--- config.mk ---
export PLATFORM = sky130hd
export DESIGN_NAME = eth_ipv4_l4_header_parser_top
export DESIGN_NICKNAME = d
export VERILOG_FILES = /design/src/rtl/core/eth_l4p_pkg.sv /design/src/rtl/core/eth_ipv4_l4_header_parser_top.sv
export SDC_FILE = /design/constraint.sdc
export NUM_CORES = 1
export LEC_CHECK = 0
export BUFFER_PORTS_ARGS = -buffer_cell sky130_fd_sc_hd__buf_2
export CELL_PAD_IN_SITES_DETAIL_PLACEMENT = 1
export CELL_PAD_IN_SITES_GLOBAL_PLACEMENT = 2
export CORE_AREA = 2 2 237 239
export CTS_BUF_LIST = sky130_fd_sc_hd__clkbuf_8
export CTS_CLUSTER_DIAMETER = 40
export CTS_CLUSTER_SIZE = 24
export DETAILED_ROUTE_END_ITERATION = 10
export DIE_AREA = 0 0 239 241
export GPL_ROUTABILITY_DRIVEN = 0
export PLACE_DENSITY_LB_ADDON = 0.1
export RECOVER_POWER = 50
export SLEW_MARGIN = 20
export SYNTH_ARGS = -nofsm -noshare
export SYNTH_HDL_FRONTEND = slang
export SYNTH_SLANG_ARGS = --single-unit
--- constraint.sdc ---
create_clock -name clock -period 10.2 [get_ports clock]
set_input_delay 1.53 -clock clock [delete_from_list [all_inputs] [get_ports clock]]
set_output_delay 1.53 -clock clock [all_outputs]
set_load 0.1 [all_outputs]
--- src/rtl/core/eth_l4p_pkg.sv ---
// types and constants shared by the ethernet / ipv4 / tcp-udp header parser
package eth_l4p_pkg;

   // input word: one frame byte plus end-of-frame mark
   typedef struct packed {
      logic [7:0] data_byte;
      logic       last_byte;
   } req_word_type;

   // result word: one per frame
   typedef struct packed {
      logic [2:0]  status;
      logic [47:0] dst_mac;
      logic [47:0] src_mac;
      logic [15:0] ether_type;
      logic [5:0]  ip_header_bytes;
      logic [7:0]  ttl;
      logic [7:0]  protocol;
      logic [31:0] src_ip;
      logic [31:0] dst_ip;
      logic [15:0] source_port;
      logic [15:0] dest_port;
      logic [15:0] l4_info;
   } rsp_word_type;

   // status codes
   localparam logic [2:0] ST_TCP       = 3'd0;
   localparam logic [2:0] ST_UDP       = 3'd1;
   localparam logic [2:0] ST_OTHER     = 3'd2;
   localparam logic [2:0] ST_NON_IPV4  = 3'd3;
   localparam logic [2:0] ST_TRUNC_ETH = 3'd4;
   localparam logic [2:0] ST_TRUNC_IP  = 3'd5;
   localparam logic [2:0] ST_TRUNC_TCP = 3'd6;
   localparam logic [2:0] ST_TRUNC_UDP = 3'd7;

   // header constants
   localparam logic [15:0] ETHTYPE_IPV4 = 16'h0800;
   localparam logic [7:0]  PROTO_TCP    = 8'd6;
   localparam logic [7:0]  PROTO_UDP    = 8'd17;
   localparam logic [7:0]  ETH_LEN      = 8'd14;
   localparam logic [7:0]  IP_MIN_LEN   = 8'd20;
   localparam logic [7:0]  TCP_LEN      = 8'd20;
   localparam logic [7:0]  UDP_LEN      = 8'd8;
   localparam logic [6:0]  POS_MAX      = 7'd127;

   // fixed byte offsets in the frame, and the tcp flags offset within the transport header
   localparam logic [6:0] POS_IHL      = 7'd14;
   localparam logic [6:0] POS_TTL      = 7'd22;
   localparam logic [6:0] POS_PROTOCOL = 7'd23;
   localparam logic [6:0] REL_TCP_FLAGS = 7'd13;

endpackage

--- src/rtl/core/eth_ipv4_l4_header_parser_top.sv ---
// ethernet / ipv4 / tcp-udp header parser, top level
// The parser takes a captured frame one byte per word, wire order, with
// last_byte set on the final byte, and sustains one byte per clock. Each byte
// is registered at the input, then header bytes are picked off into capture
// registers by a byte-position counter (saturating at 127). On the last byte
// one result word is formed that classifies the frame (tcp, udp, other
// protocol, non-ipv4, or truncated before ethernet, ip, tcp or udp); fields of
// layers not reached read as zero. Transport bytes are taken at offset
// 14 + 4*ihl even for ihl below five. A result is formed as its last byte
// leaves the input register and waits in the output register while rsp_stall is
// high; bytes of the next frame keep flowing in meanwhile, and the input only
// stalls when a second last byte meets a still-waiting result.
module eth_ipv4_l4_header_parser_top
   import eth_l4p_pkg::*;
(
   input  logic         clock,
   input  logic         reset,
   input  logic         req_valid,
   output logic         req_stall,
   input  req_word_type req_word,
   output logic         rsp_valid,
   input  logic         rsp_stall,
   output rsp_word_type rsp_word
);

   // input register
   logic         in_valid_ff, in_valid_in;
   req_word_type in_word_ff;
   logic         proceed;
   logic         req_accept;

   // capture state
   logic [6:0]  pos_ff, pos_in;
   logic [47:0] dst_mac_ff, dst_mac_in;
   logic [47:0] src_mac_ff, src_mac_in;
   logic [15:0] ether_type_ff, ether_type_in;
   logic [3:0]  ihl_ff, ihl_in;
   logic [7:0]  ttl_ff, ttl_in;
   logic [7:0]  protocol_ff, protocol_in;
   logic [31:0] src_ip_ff, src_ip_in;
   logic [31:0] dst_ip_ff, dst_ip_in;
   logic [47:0] transport_ff, transport_in;
   logic [7:0]  tcp_flags_ff, tcp_flags_in;

   // values after this byte is captured
   logic [47:0] cap_dst_mac, cap_src_mac, cap_transport;
   logic [15:0] cap_ether_type;
   logic [3:0]  cap_ihl;
   logic [7:0]  cap_ttl, cap_protocol, cap_tcp_flags;
   logic [31:0] cap_src_ip, cap_dst_ip;
   logic [7:0]  byte_val;
   logic [6:0]  tstart;
   logic [6:0]  rel;

   // result forming
   logic [7:0]   caplen;
   logic [7:0]   tstart_len;
   rsp_word_type result;

   // output register
   logic         rsp_valid_ff, rsp_valid_in;
   rsp_word_type rsp_word_ff;

   // handshake
   assign proceed    = in_valid_ff &
                       (~in_word_ff.last_byte | ~rsp_valid_ff | ~rsp_stall);
   assign req_stall  = in_valid_ff & ~proceed;
   assign req_accept = req_valid & ~req_stall;
   assign in_valid_in = req_accept | (in_valid_ff & ~proceed);

   // header byte capture
   always_comb begin
      byte_val       = in_word_ff.data_byte;
      cap_dst_mac    = dst_mac_ff;
      cap_src_mac    = src_mac_ff;
      cap_ether_type = ether_type_ff;
      cap_ihl        = ihl_ff;
      cap_ttl        = ttl_ff;
      cap_protocol   = protocol_ff;
      cap_src_ip     = src_ip_ff;
      cap_dst_ip     = dst_ip_ff;
      cap_transport  = transport_ff;
      cap_tcp_flags  = tcp_flags_ff;
      // positions are visited in order, so fields shift in msb first
      case (pos_ff) inside
         [7'd0:7'd5]: begin
            cap_dst_mac = {dst_mac_ff[39:0], byte_val};
         end
         [7'd6:7'd11]: begin
            cap_src_mac = {src_mac_ff[39:0], byte_val};
         end
         [7'd12:7'd13]: begin
            cap_ether_type = {ether_type_ff[7:0], byte_val};
         end
         POS_IHL: begin
            cap_ihl = byte_val[3:0];
         end
         POS_TTL: begin
            cap_ttl = byte_val;
         end
         POS_PROTOCOL: begin
            cap_protocol = byte_val;
         end
         [7'd26:7'd29]: begin
            cap_src_ip = {src_ip_ff[23:0], byte_val};
         end
         [7'd30:7'd33]: begin
            cap_dst_ip = {dst_ip_ff[23:0], byte_val};
         end
         default: begin
         end
      endcase
      // transport window, may overlap the ip header
      tstart = ETH_LEN[6:0] + {1'b0, cap_ihl, 2'b00};
      rel    = pos_ff - tstart;
      if (pos_ff >= tstart) begin
         if (rel < 7'd6) begin
            cap_transport = {transport_ff[39:0], byte_val};
         end else if (rel == REL_TCP_FLAGS) begin
            cap_tcp_flags = byte_val;
         end
      end
   end

   // state update, cleared after each last byte
   always_comb begin
      pos_in        = pos_ff;
      dst_mac_in    = dst_mac_ff;
      src_mac_in    = src_mac_ff;
      ether_type_in = ether_type_ff;
      ihl_in        = ihl_ff;
      ttl_in        = ttl_ff;
      protocol_in   = protocol_ff;
      src_ip_in     = src_ip_ff;
      dst_ip_in     = dst_ip_ff;
      transport_in  = transport_ff;
      tcp_flags_in  = tcp_flags_ff;
      if (proceed) begin
         if (in_word_ff.last_byte) begin
            pos_in        = '0;
            dst_mac_in    = '0;
            src_mac_in    = '0;
            ether_type_in = '0;
            ihl_in        = '0;
            ttl_in        = '0;
            protocol_in   = '0;
            src_ip_in     = '0;
            dst_ip_in     = '0;
            transport_in  = '0;
            tcp_flags_in  = '0;
         end else begin
            if (pos_ff != POS_MAX) begin
               pos_in = pos_ff + 7'd1;
            end
            dst_mac_in    = cap_dst_mac;
            src_mac_in    = cap_src_mac;
            ether_type_in = cap_ether_type;
            ihl_in        = cap_ihl;
            ttl_in        = cap_ttl;
            protocol_in   = cap_protocol;
            src_ip_in     = cap_src_ip;
            dst_ip_in     = cap_dst_ip;
            transport_in  = cap_transport;
            tcp_flags_in  = cap_tcp_flags;
         end
      end
   end

   // frame classification
   always_comb begin
      caplen     = {1'b0, pos_ff} + 8'd1;
      tstart_len = {1'b0, tstart};
      result     = '0;
      if (caplen < ETH_LEN) begin
         result.status = ST_TRUNC_ETH;
      end else begin
         result.dst_mac    = cap_dst_mac;
         result.src_mac    = cap_src_mac;
         result.ether_type = cap_ether_type;
         if (cap_ether_type != ETHTYPE_IPV4) begin
            result.status = ST_NON_IPV4;
         end else if (caplen < ETH_LEN + IP_MIN_LEN) begin
            result.status = ST_TRUNC_IP;
         end else begin
            result.ip_header_bytes = {cap_ihl, 2'b00};
            result.ttl             = cap_ttl;
            result.protocol        = cap_protocol;
            result.src_ip          = cap_src_ip;
            result.dst_ip          = cap_dst_ip;
            if (cap_protocol == PROTO_TCP) begin
               if (caplen < tstart_len + TCP_LEN) begin
                  result.status = ST_TRUNC_TCP;
               end else begin
                  result.status      = ST_TCP;
                  result.source_port = cap_transport[47:32];
                  result.dest_port   = cap_transport[31:16];
                  result.l4_info     = {8'd0, cap_tcp_flags};
               end
            end else if (cap_protocol == PROTO_UDP) begin
               if (caplen < tstart_len + UDP_LEN) begin
                  result.status = ST_TRUNC_UDP;
               end else begin
                  result.status      = ST_UDP;
                  result.source_port = cap_transport[47:32];
                  result.dest_port   = cap_transport[31:16];
                  result.l4_info     = cap_transport[15:0];
               end
            end else begin
               result.status = ST_OTHER;
            end
         end
      end
   end

   // output register
   assign rsp_valid_in = (proceed & in_word_ff.last_byte) | (rsp_valid_ff & rsp_stall);

   // control and capture registers
   always_ff @(posedge clock) begin
      if (reset) begin
         in_valid_ff   <= 1'b0;
         rsp_valid_ff  <= 1'b0;
         pos_ff        <= '0;
         dst_mac_ff    <= '0;
         src_mac_ff    <= '0;
         ether_type_ff <= '0;
         ihl_ff        <= '0;
         ttl_ff        <= '0;
         protocol_ff   <= '0;
         src_ip_ff     <= '0;
         dst_ip_ff     <= '0;
         transport_ff  <= '0;
         tcp_flags_ff  <= '0;
      end else begin
         in_valid_ff   <= in_valid_in;
         rsp_valid_ff  <= rsp_valid_in;
         pos_ff        <= pos_in;
         dst_mac_ff    <= dst_mac_in;
         src_mac_ff    <= src_mac_in;
         ether_type_ff <= ether_type_in;
         ihl_ff        <= ihl_in;
         ttl_ff        <= ttl_in;
         protocol_ff   <= protocol_in;
         src_ip_ff     <= src_ip_in;
         dst_ip_ff     <= dst_ip_in;
         transport_ff  <= transport_in;
         tcp_flags_ff  <= tcp_flags_in;
      end
   end

   // payload registers
   always_ff @(posedge clock) begin
      if (req_accept) begin
         in_word_ff <= req_word;
      end
      if (proceed & in_word_ff.last_byte) begin
         rsp_word_ff <= result;
      end
   end

   assign rsp_valid = rsp_valid_ff;
   assign rsp_word  = rsp_word_ff;

endmodule

* After elaboration in Yosys (flattened, before gate mapping)
Index checks and enable logic that the tools add are counted.
W data, S select, Z words.
** Storage, ports and cells
- Register bits :: 519
- Input bits :: 13
- Output and inout bits :: 251
- Logic and storage cells :: 144
** Operators by class
- Add/sub/neg operators :: 6
- $lt $le $gt $ge :: 16
- Equal/unequal tests :: 8
- Mux-type cells :: 63
- Bitwise gates (word level) :: 14
- Reduce and logical (&&, ||, !) cells :: 9
** Operators by type and width (count)
- $mux W48 :: 12
- $mux W32 :: 17
- $mux W8 :: 17
- $mux W16 :: 4
- $mux W4 :: 5
- $mux W3 :: 6
- $lt A8 B8 Y1 :: 2
- $ne A16 B12 Y1 const B :: 1
- $eq A7 B4 Y1 const B :: 2
- $eq A7 B5 Y1 const B :: 2
- $ge A7 B5 Y1 const B :: 2
- $le A7 B4 Y1 const B :: 2
- $mux W7 :: 2
- $add A7 B1 Y8 const B :: 1
- $add A7 B4 Y8 const B :: 1
- $add A7 B5 Y8 const B :: 1
- $eq A8 B3 Y1 const B :: 1
- $eq A8 B5 Y1 const B :: 1
- $lt A8 B4 Y1 const B :: 1
- $lt A8 B6 Y1 const B :: 1
- $add A4 B6 Y7 const A :: 1
- $add A7 B1 Y7 const B :: 1
- $ge A7 B1 Y1 const B :: 1
- $ge A7 B3 Y1 const B :: 1
- 16 further kinds :: 31

* Logic depth before layout (Yosys ltp)
Gate-level depths: netlist of the first run.
- Word-level depth :: 13
- Depth in mapped cells :: 23
- Mapped depth without buffers :: 18

* Least setup slack after synthesis of the first run
Ideal clock, no wire load.
- Kind :: input to register
- From :: input port rsp_stall
- To :: register transport_ff[25]
- Setup time :: 0.117 ns
- Data arrival time :: 8.725 ns
- Data required time :: 10.083 ns
- Setup slack :: 1.358 ns
- Stages on the path :: 7
- Buffers on the path :: 2
- Path through :: nand3_1 and3_1 or2_2 nor2_1 buf_2 buf_2 a22o_1
** On the way
- Cells in the longest elaborated chain, start to end :: 3
** RTL lines
- start, declared :: line eth_ipv4_l4_header_parser_top.sv:22 : input logic rsp_stall,
- $not A1 Y1 :: line eth_ipv4_l4_header_parser_top.sv:66 : (~in_word_ff.last_byte | ~rsp_valid_ff | ~rsp_stall);
- $or A1 B1 Y1 :: line eth_ipv4_l4_header_parser_top.sv:66
- $and A1 B1 Y1 :: line eth_ipv4_l4_header_parser_top.sv:65 : assign proceed = in_valid_ff &
- end signal, assigned :: line eth_ipv4_l4_header_parser_top.sv:246 : transport_ff <= transport_in;
- end, declared :: line eth_ipv4_l4_header_parser_top.sv:42 : logic [47:0] transport_ff, transport_in;
Every way passes these cells.
A chain may end at the register's enable or synchronous reset.

* Final worst setup path of the first run
- From :: input port reset
- To :: register src_mac_ff[24]
** RTL lines
- start, declared :: line eth_ipv4_l4_header_parser_top.sv:17 : input logic reset,
- end signal, assigned :: line eth_ipv4_l4_header_parser_top.sv:239 : src_mac_ff <= src_mac_in;
- end, declared :: line eth_ipv4_l4_header_parser_top.sv:35 : logic [47:0] src_mac_ff, src_mac_in;
No word-level cell between the ends.

==> results of run 1 <==
==> registers in the layout, summed over array words and instances, names as in the netlist <==
name	count
byte_val	8
dst_ip_ff	32
dst_mac_ff	48
ether_type_ff	16
ihl_ff	4
in_valid_ff	1
in_word_ff	1
pos_ff	7
protocol_ff	8
rsp_valid	1
rsp_word	247
src_ip_ff	32
src_mac_ff	48
tcp_flags_ff	8
transport_ff	48
ttl_ff	8
==> placed cells by master (no fill, tap or decap), types with 10 or more instances in the layout <==
cell        instances
nand2_1           334
nor2_1            307
dfxtp_1           261
clkbuf_1          258
edfxtp_1          256
a22oi_1           197
a21oi_1           179
mux2i_1            93
clkbuf_8           88
a22o_1             40
buf_4              29
ha_1               24
inv_1              22
o2bb2ai_1          17
o21ai_0            13
nor2b_1            13
inv_6              12
nor3_1             11
bufinv_16          11
nand2b_1           10
o22ai_1            10
clkinvlp_4         10
==> cell usage after synthesis (2+ instances only) <==
cell type    n  area (um^2)
edfxtp_1   256         7690
a211oi_1     3         22.5
nand2_1    335         1260
clkbuf_1   143          537
o22ai_1     10         62.6
and2_1       4         25.0
mux2i_1     93          931
nor4_1       4         25.0
or2_2        4         25.0
a21o_1       3         22.5
nor3_1      11         55.1
a22oi_1    197         1480
buf_2       13         65.1
nand4_1      5         31.3
nand2b_1    11         68.8
o21bai_1     2         15.0
nor2_1     311         1170
or4_1        3         22.5
or2_1        2         12.5
xor2_1       6         52.6
or3_1        2         12.5
nor2b_1     13         81.3
inv_1       15         56.3
nor3b_1      3         22.5
buf_4        4         30.0
nor4b_1      4         35.0
nand3_1      9         45.0
ha_1        24          300
a22o_1      40          350
nand4b_1     2         17.5
a31oi_1      4         25.0
and3_1       6         37.5
o31ai_1      2         15.0
xnor2_1      6         52.6
o2bb2ai_1   17          149
a21oi_1    179          896
o21a_1       7         52.6
o21ai_0     15         75.1
buf_1        6         22.5
o21ai_1      5         25.0
dfxtp_1    261         5230
==> power by group through the flow <==
stage | registers (W) | logic [W] | clock network (W)
3_3_place_gp | 0.00224 | 0.000191 | 0
2_1_floorplan | 0.00232 | 0.0000617 | 0
5_1_grt | 0.00220 | 0.000196 | 0.00217
3_5_place_dp | 0.00224 | 0.000194 | 0
4_1_cts | 0.00219 | 0.000194 | 0.00209
6_report | 0.00220 | 0.000187 | 0.00203
==> worst paths after layout <==
check	start	endpoint	slack (ns)	cells after the start
max reg2reg	in_word_ff[0]	rsp_word[188]	3.06	5
min reg2reg	tcp_flags_ff[4]	tcp_flags_ff[4]	0.47	1
min	tcp_flags_ff[4]	tcp_flags_ff[4]	0.47	1
max	reset	src_mac_ff[24]	2.62	4
==> cell type report <==
| type | count | area share (%) |
|---|---|---|
| Timing Repair Buffer | 296 | 5.10 |
| Antenna cell | 1 | 0.0101 |
| Tap cell | 704 | 3.56 |
| Clock buffer | 88 | 4.89 |
| Inverter | 15 | 0.227 |
| Sequential cell | 517 | 52.2 |
| Clock inverter | 60 | 2.69 |
| Multi-Input combinational cell | 1360 | 31.4 |
==> cell families (layout without fill, tap and decap cells) <==
group,Yosys count,after routing
flip-flops,517,517
adder cells (fa/ha/maj),25,25
buffers and inverters,182,459
other,1,3
XOR/XNOR,13,13
multiplexers,95,95
AO/OA/AOI/OAI,492,492
AND/OR/NAND/NOR,733,733
==> metal layers <==
metal / vias to the layer above / track usage, % / routed length [um]
li1: 7758 / - / -
met1: 8249 / 31.2 / 30500
met2: 331 / 34.6 / 30200
met3: 81 / 3.55 / 2620
met4: 2 / 6.86 / 1320
met5: - / 0 / 15
==> through the flow <==
step,util [%],std cells,worst slack (ns)
finish,45.1,3041,2.62
global route,45.1,3041,1.94
CTS,45.7,3039,3.88
detailed placement,42.3,2891,3.89
global placement,42.2,2890,3.82
floorplan,-,2059,1.36
==> results.json, run 1 <==
{
  "status": "finished with violations",
  "failed_checks": "capacitance limit, slew limit",
  "endpoint_kind": "flop",
  "hpwl_um": 40000,
  "ant_nets": 0,
  "ys.flop_type": "dfxtp_1",
  "clock_latency_ns": 0.67,
  "finalNetCount": 2308,
  "nFillCells": 6204,
  "cts_tree": "yes",
  "period_share_pct": 74.3,
  "wl_um": 64600,
  "crit_fanout": 88,
  "grt_max_degree": 89,
  "synth.cell_area_mm2": 0.0213,
  "io_pins": 264,
  "avgSynthCellArea_um2": 10.3,
  "vias": 16421,
  "rows": 86,
  "multi_input_area_mm2": 0.00776,
  "placed_area_mm2": 0.0232,
  "grt_pass1_wl_um": 97900,
  "grt_pass1_vias": 16410,
  "grtUsageTotal_pct": 22.0,
  "power_density_mw_per_mm2": 179,
  "path_class": "primary input to flop",
  "dr.pass1.iters": 5,
  "synthSimpleGateAreaFrac_pct": 14.0,
  "timing.final.crit_period_ns": 7.58,
  "drc_errors": 0,
  "syn-instance-count": 2058,
  "path_cells": "clkbuf_1 -> clkbuf_1 -> buf_4 -> nor2_1",
  "hold_ws_ns": 0.471,
  "die_y_um": 241,
  "yosys_register_bits": 517,
  "core_mm2": 0.0549,
  "dieArea_mm2": 0.0576,
  "peakVddDrop_v": 0.000106,
  "die_x_um": 239,
  "hold_class": "flop to flop",
  "grt_overflow": 0,
  "grt_setup_unrepaired": "false",
  "final_area_mm2": 0.0248,
  "clock_power_share_pct": 46.1,
  "syn2layout_area_growth_pct": 16.2,
  "synth_fa_ha_area_share_pct": 1.50,
  "final_max_slew_viol_count": 390,
  "async_reset_ff_share_pct": 0,
  "cp.required_ns": 10.72,
  "ys_types": 59,
  "synth_compound_area_share_pct": 15.3,
  "first_iter_violations": 1042,
  "critPathBufInv": 3,
  "critical_path_arrival_ns": 8.09,
  "p_total_w": 0.00442,
  "yosysWarnings": 0,
  "synth_edf_count": 256,
  "swShare_pct": 24.9,
  "cts_sinks": 517,
  "crit_top_cell": "clkbuf_1",
  "p_leak_nw": 8.12,
  "numCtsBuffers": 80,
  "synthMuxAreaShare_pct": 4.49,
  "cts_hold_buf": 0,
  "finalSetupViolCount": 0,
  "p_sw_w": 0.00110,
  "cts_max_path_buffers": 3,
  "drive_gt1_share_pct": 8.78,
  "cp_slowest_cell": "clkbuf_1",
  "max_freq_mhz": 132,
  "cts_resized": 0,
  "setup.worst_path.start_class": "primary input",
  "initial_core_util_pct": 38.8,
  "synth_top_family_by_area": "compound AO/OA/AOI/OAI gates",
  "slowest_delay_ns": 3.12,
  "finalHoldViolCount": 0,
  "seq_area_frac_synth_pct": 60.6,
  "clockRootBuffer": "clkbuf_8",
  "synth_xor_area_share_pct": 0.599,
  "skew_ns": 0.0258,
  "wl_per_cell_um": 21.2,
  "drv_cap": 6,
  "antenna_found_initial": 3,
  "routed_via_density": 5.40,
  "pwr-share-seq_pct": 49.7,
  "crit_family": "buffers and inverters",
  "port_buffers": 261,
  "max_slew_margin_pct": -182,
  "final.setup.tns_ns": 0,
  "cts_setup_buffers": 0,
  "tightest_slew_ns": 4.23,
  "p_comb_share_pct": 4.2,
  "internal-power_w": 0.00332,
  "ctsHtreeMaxLevel": 3,
  "regArea_mm2": 0.0129,
  "clkTransAtPathRegs_ns": 0.08
}
Power figures use the tool's default switching activity.
==> run 2: changes to the inputs <==
--- a/config.mk
+++ b/config.mk
@@ -8,12 +8,12 @@
 export BUFFER_PORTS_ARGS = -buffer_cell sky130_fd_sc_hd__buf_2
 export CELL_PAD_IN_SITES_DETAIL_PLACEMENT = 1
 export CELL_PAD_IN_SITES_GLOBAL_PLACEMENT = 2
-export CORE_AREA = 2 2 237 239
+export CORE_AREA = 2 2 250 252
 export CTS_BUF_LIST = sky130_fd_sc_hd__clkbuf_8
 export CTS_CLUSTER_DIAMETER = 40
 export CTS_CLUSTER_SIZE = 24
 export DETAILED_ROUTE_END_ITERATION = 10
-export DIE_AREA = 0 0 239 241
+export DIE_AREA = 0 0 252 254
 export GPL_ROUTABILITY_DRIVEN = 0
 export PLACE_DENSITY_LB_ADDON = 0.1
 export RECOVER_POWER = 50
==> constraint.sdc (replaced) <==
create_clock -name clock -period 6.2 [get_ports clock]
set_input_delay 0.93 -clock clock [delete_from_list [all_inputs] [get_ports clock]]
set_output_delay 0.93 -clock clock [all_outputs]
set_load 0.1 [all_outputs]
==> results.json, run 2 (synthesized netlist as in run 1, its figures left out) <==
{
  "die_x_um": 252,
  "cp_slowest_cell": "dfxtp_1",
  "final_common_cell": "nand2_1",
  "wl_um": 67400,
  "regArea_mm2": 0.0129,
  "largest_reg_flops": 247,
  "hold_class": "primary input to flop",
  "peakVddDrop_v": 0.000152,
  "drc_errors": 0,
  "vias": 16643,
  "max_slew_margin_pct": -26.0,
  "syn2layout_area_growth_pct": 19.0,
  "cts_hold_buf": 0,
  "grt_setup_unrepaired": "false",
  "first_iter_violations": 906,
  "cts_setup_buffers": 0,
  "dp_cells": 2983,
  "drive_gt1_share_pct": 9.95,
  "grtUsageTotal_pct": 20.6,
  "ctsHtreeMaxLevel": 3,
  "worst_hold_startpoint": "req_word[5]",
  "period_share_pct": 82.5,
  "drv_cap": 3,
  "instances_no_fill": 3161,
  "crit_family": "simple AND/OR/NAND/NOR gates",
  "cp.required_ns": 6.61,
  "path_class": "flop to flop",
  "status": "finished with violations",
  "finalSetupViolCount": 0,
  "port_buffers": 261,
  "grt_max_degree": 151,
  "rows": 91,
  "crit_top_cell": "ha_1",
  "final_cell_mix": "334 x nand2_1, 307 x nor2_1, 261 x dfxtp_1",
  "routed_via_density": 5.27,
  "finalHoldViolCount": 0,
  "final.setup.tns_ns": 0,
  "timing.final.crit_period_ns": 5.11,
  "multi_input_area_mm2": 0.00776,
  "dr.pass1.iters": 5,
  "io_pins": 264,
  "cp-startpoint": "pos_ff[2]",
  "finalNetCount": 2329,
  "die_y_um": 254,
  "clock_latency_ns": 0.68,
  "antenna_found_initial": 0,
  "core_mm2": 0.0613,
  "initial_core_util_pct": 34.8,
  "critPathBufInv": 3,
  "setup.worst_path.start_class": "flop",
  "clkTransAtPathRegs_ns": 0.07,
  "failed_checks": "capacitance limit, slew limit",
  "path_cells": "and4bb_2 -> nand4b_1 -> buf_4 -> mux2i_1 -> ha_1 -> xor2_1 -> inv_1 -> ha_1 -> a21oi_1 -> xnor2_1 -> ha_1 -> nand2_1 -> nor2_1 -> o31ai_1 -> or2_1 -> and2_1 -> buf_4 -> nor2_1",
  "hpwl_um": 41300,
  "grt_pass1_vias": 16844,
  "grt_overflow": 0,
  "crit_fanout": 32,
  "r2r-start": "pos_ff[2]",
  "cts_sinks": 517,
  "critical_path_arrival_ns": 5.52,
  "cts_tree": "yes",
  "max_freq_mhz": 196,
  "tightest_slew_ns": 1.89,
  "ant_nets": 0,
  "cts_resized": 0,
  "wl_per_cell_um": 21.3,
  "final_max_slew_viol_count": 120,
  "clockRootBuffer": "clkbuf_8",
  "dieArea_mm2": 0.0640,
  "grt_pass1_wl_um": 102000,
  "p_leak_nw": 8.40,
  "numCtsBuffers": 95,
  "n_antenna_cell": 0,
  "slowest_delay_ns": 0.66,
  "skew_ns": 0.0278,
  "power_density_mw_per_mm2": 309,
  "endpoint_kind": "flop",
  "cts_max_path_buffers": 3,
  "nFillCells": 6888
}
[run 2: cell type report]
class | count | share of cell area (%)
Clock buffer | 102 | 5.54
Clock inverter | 75 | 3.45
Inverter | 15 | 0.222
Multi-Input combinational cell | 1360 | 30.6
Sequential cell | 517 | 51.0
Tap cell | 790 | 3.90
Timing Repair Buffer | 302 | 5.32
[run 2: final timing paths]
kind	to	slack [ns]	cells past startpoint
max	rsp_word[25]	1.09	18
max reg2reg	rsp_word[25]	1.09	18
min	byte_val[4]	0.43	1
min reg2reg	tcp_flags_ff[6]	0.47	1
[run 2: metrics by stage]
step | util [%] | area, um^2 | hold slack, ns | worst slack (ns) | power (W)
after floorplan | - | 21300 | 0.432 | 0.964 | 0.00391
after global placement | 38.1 | 23400 | 0.453 | 1.09 | 0.00400
after detailed placement | 38.1 | 23400 | 0.446 | 0.950 | 0.00401
after CTS | 41.8 | 25600 | 0.367 | 0.925 | 0.00794
after global routing | 41.4 | 25300 | 0.400 | 0.686 | 0.00809
final | 41.4 | 25300 | 0.430 | 1.09 | 0.00782
[run 2: metal layers]
layer  global-route usage (%)  wire length [um]
met3                     3.29              2800
met2                     33.3             31600
met5                        0                 0
met4                     5.61              1140
met1                     28.7             31800
[run 2: where the power goes]
group | internal (W) | total, W | switching (W) | leakage [nW]
sequential | 0.00359 | 0.00361 | 0.0000148 | 4.81
clock | 0.00225 | 0.00389 | 0.00164 | 1.17
combinational | 0.0000327 | 0.000317 | 0.000284 | 2.42
